==> src/sv/ttw_pkg.sv <==
// shared types and constants for the text terminal writer
package ttw_pkg;

    localparam int CMD_W   = 3;
    localparam int CHAR_W  = 8;
    localparam int TCOL_W  = 8;
    localparam int TROW_W  = 6;
    localparam int COUNT_W = 8;
    localparam int COL_W   = 7;
    localparam int ROW_W   = 5;
    localparam int OFFS_W  = 11;
    localparam int CELL_W  = 16;
    localparam int COLOR_W = 8;
    localparam int CALC_W  = 12;
    localparam int APB_ADDR_W = 3;
    localparam int APB_DATA_W = 32;

    localparam logic [CMD_W-1:0] CMD_PUT    = 3'd0;
    localparam logic [CMD_W-1:0] CMD_GOTO   = 3'd1;
    localparam logic [CMD_W-1:0] CMD_READ   = 3'd2;
    localparam logic [CMD_W-1:0] CMD_CLEAR  = 3'd3;
    localparam logic [CMD_W-1:0] CMD_SCROLL = 3'd4;

    localparam logic [CHAR_W-1:0] CH_TAB     = 8'd9;
    localparam logic [CHAR_W-1:0] CH_NEWLINE = 8'd10;
    localparam logic [CHAR_W-1:0] CH_CR      = 8'd13;
    localparam logic [CHAR_W-1:0] CH_SPACE   = 8'h20;

    localparam logic [COLOR_W-1:0] RESET_COLOR = 8'd7;

    localparam int AUTO_MARGIN = 3;
    localparam int AUTO_SCROLL = 5;
    localparam int TAB_STEP    = 4;
    localparam logic [COL_W-1:0] TAB_MASK = ~7'd3;

    typedef enum logic [3:0] {
        OP_NOP,
        OP_PUT,
        OP_NEWLINE,
        OP_TAB,
        OP_CR,
        OP_GOTO,
        OP_READ,
        OP_CLEAR,
        OP_SCROLL
    } op_t;

    typedef struct packed {
        op_t                op;
        logic [CHAR_W-1:0]  ch;
        logic [COL_W-1:0]   col;
        logic [ROW_W-1:0]   row;
        logic [COUNT_W-1:0] count;
    } req_t;

    typedef struct packed {
        logic pop;
        logic clearing;
    } back_stat_t;

endpackage

==> src/sv/ttw_front.sv <==
// front end: request decode, coordinate clamping and a two-entry request queue
module ttw_front #(
    parameter int COLUMNS = 80,
    parameter int ROWS    = 25
) (
    input  logic                        aclk,
    input  logic                        aresetn,
    input  logic                        s_valid,
    output logic                        s_ready,
    input  logic [ttw_pkg::CMD_W-1:0]   s_cmd,
    input  logic [ttw_pkg::CHAR_W-1:0]  s_char_code,
    input  logic [ttw_pkg::TCOL_W-1:0]  s_target_col,
    input  logic [ttw_pkg::TROW_W-1:0]  s_target_row,
    input  logic [ttw_pkg::COUNT_W-1:0] s_scroll_count,
    output logic                        req_valid,
    output ttw_pkg::req_t               req,
    input  ttw_pkg::back_stat_t         stat
);
    import ttw_pkg::*;

    localparam int QDEPTH = 2;
    localparam int PTR_W  = $clog2(QDEPTH);
    localparam int CNT_W  = $clog2(QDEPTH + 1);

    req_t             q_reg [QDEPTH];
    logic [PTR_W-1:0] wr_ptr_reg, rd_ptr_reg;
    logic [CNT_W-1:0] count_reg, count_next;
    req_t             in_req;
    logic             push;

    always_comb begin
        in_req.op    = OP_NOP;
        in_req.ch    = s_char_code;
        in_req.count = s_scroll_count;
        in_req.col   = (s_target_col >= TCOL_W'(COLUMNS)) ? COL_W'(COLUMNS - 1)
                                                         : s_target_col[COL_W-1:0];
        in_req.row   = (s_target_row >= TROW_W'(ROWS)) ? ROW_W'(ROWS - 1)
                                                      : s_target_row[ROW_W-1:0];
        case (s_cmd)
            CMD_PUT: begin
                case (s_char_code)
                    CH_NEWLINE: in_req.op = OP_NEWLINE;
                    CH_TAB:     in_req.op = OP_TAB;
                    CH_CR:      in_req.op = OP_CR;
                    default:    in_req.op = OP_PUT;
                endcase
            end
            CMD_GOTO:   in_req.op = OP_GOTO;
            CMD_READ:   in_req.op = OP_READ;
            CMD_CLEAR:  in_req.op = OP_CLEAR;
            CMD_SCROLL: in_req.op = OP_SCROLL;
            default:    in_req.op = OP_NOP;
        endcase
    end

    // no requests while the screen store is swept after reset
    assign s_ready   = !stat.clearing && (count_reg != CNT_W'(QDEPTH));
    assign push      = s_valid && s_ready;
    assign req_valid = (count_reg != '0);
    assign req       = q_reg[rd_ptr_reg];

    always_comb begin
        count_next = count_reg;
        if (push && !stat.pop) begin
            count_next = count_reg + CNT_W'(1);
        end else if (!push && stat.pop) begin
            count_next = count_reg - CNT_W'(1);
        end
    end

    always_ff @(posedge aclk) begin
        if (!aresetn) begin
            wr_ptr_reg <= '0;
            rd_ptr_reg <= '0;
            count_reg  <= '0;
        end else begin
            count_reg <= count_next;
            if (push) begin
                wr_ptr_reg <= wr_ptr_reg + PTR_W'(1);
            end
            if (stat.pop) begin
                rd_ptr_reg <= rd_ptr_reg + PTR_W'(1);
            end
        end
    end

    always_ff @(posedge aclk) begin
        if (push) begin
            q_reg[wr_ptr_reg] <= in_req;
        end
    end

endmodule

==> config.mk <==
export PLATFORM = sky130hd
export DESIGN_NAME = ttw_front
export DESIGN_NICKNAME = d
export VERILOG_FILES = /design/src/sv/ttw_pkg.sv /design/src/sv/ttw_front.sv
export SDC_FILE = /design/constraint.sdc
export NUM_CORES = 1
export LEC_CHECK = 0
export ABC_AREA = 1
export BUFFER_PORTS_ARGS = -buffer_cell sky130_fd_sc_hd__buf_2
export CAP_MARGIN = 0
export CELL_PAD_IN_SITES_DETAIL_PLACEMENT = 0
export CELL_PAD_IN_SITES_GLOBAL_PLACEMENT = 1
export CORE_MARGIN = 2
export CORE_UTILIZATION = 46
export DETAILED_ROUTE_END_ITERATION = 8
export PLACE_DENSITY_LB_ADDON = 0.1
export SLEW_MARGIN = 15
export SYNTH_ARGS = -nofsm -noshare
export SYNTH_HDL_FRONTEND = slang
export SYNTH_SLANG_ARGS = --single-unit
==> constraint.sdc <==
create_clock -name aclk -period 6.1 [get_ports aclk]
set_input_delay 1.525 -clock aclk [delete_from_list [all_inputs] [get_ports aclk]]
set_output_delay 1.525 -clock aclk [all_outputs]
set_load 0.01 [all_outputs]
# After elaboration in Yosys (flattened, before gate mapping)
# Memory sizes are Yosys's and may differ from the RTL's. A register that Yosys moved wholly into a read port is not among the register bits.
# Index checks and enable logic that the tools add are counted.
totals:
  mem_bits_rw: 64
  reg_bits: 4
  inputBits: 38
  wordCells: 38
  memories: 1
  output_inout_bits: 34
classes:
  magnitude_cmp: 2
  add_sub_neg: 4
  reduce_logical: 10
  mux: 10
  eq_ne: 8
mem_list:
  columns: ["name", "words", "width", "read_ports", "rd_clocked_by_memory_dff", "wr", "line", "text"]
  rows:
  - ["q_reg", 2, 32, 1, 1, 1, "ttw_front.sv:25", "req_t q_reg [QDEPTH];"]
ops:
  columns: ["op", "n"]
  rows:
  - ["8-bit by 4-bit equality test with 1-bit output, second input constant", 3]
  - ["4-bit case mux with 5 select lines", 1]
  - ["3-bit case mux with 3 select lines", 1]
  - ["8-bit by 7-bit >= comparator with 1-bit output, second input constant", 1]
  - ["7-bit two-way mux", 1]
  - ["3-bit by 2-bit equality test with 1-bit output, second input constant", 2]
  - ["6-bit by 5-bit >= comparator with 1-bit output, second input constant", 1]
  - ["5-bit two-way mux", 1]
  - ["1-bit logical AND", 4]
  - ["1-bit two-way mux", 4]
  - ["2-bit two-way mux", 2]
  - ["2-bit nonzero test", 2]
  - ["3-bit by 1-bit equality test with 1-bit output, second input constant", 1]
  - ["3-bit equality test, second input constant", 1]
  - ["1-bit zero test", 3]
  - ["3-bit zero test", 1]
  - ["1-bit adder, second input constant", 2]
  - ["2-bit by 1-bit adder with 2-bit output, second input constant", 1]
  - ["2-bit != test, second input constant", 1]
  - ["2-bit by 1-bit subtractor with 2-bit output, second input constant", 1]

# Logic depth before layout (Yosys ltp)
logic_depth:
  depth_word: 7
  depth_mapped: 9

# Least setup slack after synthesis
# Ideal clock, no wire load.
synth_path:
  path_kind: "input to register"
  start: "in stat[0] (netlist bit)"
  end: "mem q_reg[0][0] (netlist bit) (enable)"
  arrival_time_ns: 3.179
  setup_time_ns: 0.421
  required_time_ns: 5.679
  setup_slack_ns: 2.500
  stages: 3
  path_cell_list: "a21oi_2 nand2_2 nor2_1"
synth_between:
  elab_chain_len: 5
synth_lines:
  columns: ["item", "line", "text"]
  rows:
  - ["start: declaration", "ttw_front.sv:17", "input ttw_pkg::back_stat_t stat"]
  - ["1-bit zero test", "ttw_front.sv:57", "assign s_ready = !stat.clearing && (count_reg != CNT_W'(QDEPTH));"]
  - ["1-bit logical AND", "ttw_front.sv:57", null]
  - ["1-bit logical AND", "ttw_front.sv:58", "assign push = s_valid && s_ready;"]
  - ["1-bit two-way mux", "ttw_front.sv:88", "if (push) begin"]
  - ["1-bit two-way mux (not written as such)", "ttw_front.sv:89", "q_reg[wr_ptr_reg] <= in_req;"]
  - ["end: declaration", "ttw_front.sv:25", null]
# Every way passes these cells.

==> impl_results.md <==
- First-pass GRT wire length: 7.07 mm
- Crit-path max FO: 32
- Worst Tran Pin Value: 1.07 ns
- Dominant synthesized flop cell: edfxtp_1
- Initial antenna violation count: 0
- Setup_tns: 0 ns
- Drt first pass iters: 4
- Non-Filler Instances: 345
- Met3 Use GR: 4.15%
- Clock transition at path regs: 0.07 ns
- Detailed Route Iter0 Violations: 103
- GR Util met2: 22.5%
- GRT Util Overall: 13.3%
- Sequential area share after synthesis: 69.2%
- Dominant cell type by area after synthesis: edfxtp_1
- Critical path's largest stage delay: 1.04 ns
- RePlAce Congestion: 0.680
- H-tree levels: 3
- Total gr overflow: 0
- Tcrit/Tclk final: 56.6%
- Slack of the critical path: 2.65 ns
- Slew Limit Fails: 0
- CP Cell Sequence: mux2_2 > buf_2
- Post-Synth Adder-Cell Area: 0.428%
- Post-CTS setup buffers: 0
- Netlist cell types: 22
- Row count: 29
- Top-count cell post-synth: edfxtp_1
- Most frequent cells after synthesis: 64 x edfxtp_1, 30 x mux2_4, 21 x nand2_1
- Cell Area, Synth: 2920 µm²
- Syn nets: 224
- Synth top area share: 65.8%
- Crit Reg-Reg Startpoint: count_reg[0]$_SDFFE_PN0P_
- Fmax: 290 MHz
- Layout Utilization: 56.6%
- Boundary Pins: 72
- Die height: 83.7 µm
- Root Buffer: clkbuf_8
- Post-route DRC violation count: 0
- CP max-delay cell: dfxtp_2
- Syn avg cell area: 15.8 µm²
- DP Worst Slack: 2.67 ns
- Final Hold Viols: 0
- Synth warnings: 0
- CTS Hold Bufs: 0
- CTS Sinks: 69
- Min-delay src: count_reg[1]$_SDFFE_PN0P_
- WL/cell: 13.1 µm
- Post-DP HPWL: 2.90 mm
- Compound-Gate Fraction of Synth Area: 2.10%
- Post-synth EDFFs: 64
- Final Routed Wirelength: 4.53 mm
- IO Port Bufs: 71
- Post-Syn Instances: 185
- Ys async rst share: 0%
- Simple-Gate Fraction of Synth Area: 6.77%
- Clock skew: 0.00477 ns
- Worst setup SP type: flip-flop
- Pin count of the biggest net entering global routing: 33
- Vias per Instance: 4.60
- Flop and latch count out of synthesis: 69
- Post-Synth XOR/XNOR Area: 0.300%
- Status: complete, no violations
- Ratio of cells with drive above 1 in the final layout: 47.8%
- Tmin final: 3.45 ns
- CP Capture Type: output pin
- Buffers & Inverters on Critical Path: 1
- Final Net Count: 302
- Core box area: 6240 µm²
- Crit path DAT: 1.93 ns
- Combinational family with the most area after synthesis: multiplexers
- CTS max path bufs: 2
- Finish-stage setup viols: 0
- RSZ-0062 raised after global routing: no
- Slew Limit Headroom: 28.8%
- Cell Pwr Density: 299 nW/µm²
- DIE WIDTH: 83.7 µm
- Layout fillers: 548
- Crit path max-delay family: flip-flops
- Largest register FFs: 64
- Placed cell count: 329
- Worst vdd ir: 145 µV
- Clk_lat worst skew: 0.33 ns
- Worst endpoint required time: 4.58 ns
- Most crowded layer after global routing: met2
- R2R setup slack: 4.29 ns
- M1 GR Usage: 14.7%
- CTS tree: yes
- N_diodes: 0
- CTS resizes: 0
- Max Cap Viol: 0
- Crit path kind: reg -> out
- Routed Antenna Nets: 0
- Post-synthesis mux area share: 16.2%
- Starting Density: 46.8%
- Worst min-delay path class: reg -> reg
- Die area: 7000 µm²
- LEAKAGE: 1.47 nW
- Vias after detailed routing: 1588
- Vias in the first global route: 1545
- Inserted Clock Buffers: 9
- Top area cells in the synthesized netlist: edfxtp_1 66%, mux2_4 15%, dfxtp_1 3.4%
- P&R area growth vs syn: 20.9%
[area by class of cell]
| type | instances | area, µm² | area share (%) |
|---|---|---|---|
| repair buffers | 71 | 355 | 10.1 |
| well taps | 77 | 96.3 | 2.73 |
| clock buffers | 9 | 124 | 3.51 |
| inverters | 20 | 75.1 | 2.13 |
| clock inverters | 7 | 90.1 | 2.55 |
| multi-input cells | 92 | 768 | 21.7 |
| flip-flops and latches | 69 | 2020 | 57.3 |
[path summary, 6_finish.rpt]
kind / cells after the start / end
worst min-delay path: 2 / count_reg[1]$_SDFFE_PN0P_
worst max-delay path: 2 / req[31]
worst max register to register: 4 / q_reg[0][16]$_DFFE_PP_
worst min register to register: 2 / count_reg[1]$_SDFFE_PN0P_
[worst register-to-register path: cells and delay by family (launching register included)]
family,cells,cell delay [ns]
flops,1,0.32
buf+inv,1,0.06
compound gates,1,0.14
simple gates,2,0.88
[metrics by stage]
stage | hold WS [ns] | total power [mW] | instance area, µm²
CTS | 0.504 | 1.07 | 3530
global placement | 0.477 | 0.674 | 3320
finish | 0.500 | 1.05 | 3530
floorplan | 0.459 | 0.636 | 2920
detailed placement | 0.489 | 0.675 | 3320
global route | 0.524 | 1.10 | 3530
[per-layer routing]
metal  vias up  share of wire, %  wire length (µm)
met1       729                43              1950
li1        810                 -                 -
met4         0               1.7                78
met5         -                 0                 0
met3         7               5.7               258
met2        42                49              2240
[logic make-up after synthesis]
group | after synthesis
flip-flops | 69
AND/OR/NAND/NOR | 47
multiplexers | 32
buffers and inverters | 24
AO/OA/AOI/OAI | 11
XOR/XNOR | 1
adder cells (fa/ha/maj) | 1
[power by group]
| group | switching, mW | total, mW | internal (mW) | leakage [nW] |
|---|---|---|---|---|
| clock | 0.165 | 0.392 | 0.228 | 0.105 |
| sequential | 0.0138 | 0.554 | 0.540 | 0.624 |
| combinational | 0.0521 | 0.109 | 0.0566 | 0.741 |
[layout by cell type, fill, tap and decap left out, drive strengths merged, types with 4 or more instances in the layout]
cell / count
inv: 20
or2: 4
clkbuf: 9
nand3: 4
dfxtp: 5
mux2: 32
edfxtp: 64
a21oi: 7
buf: 71
nand2: 22
nor2: 16
(Power assumes the default switching activity.)
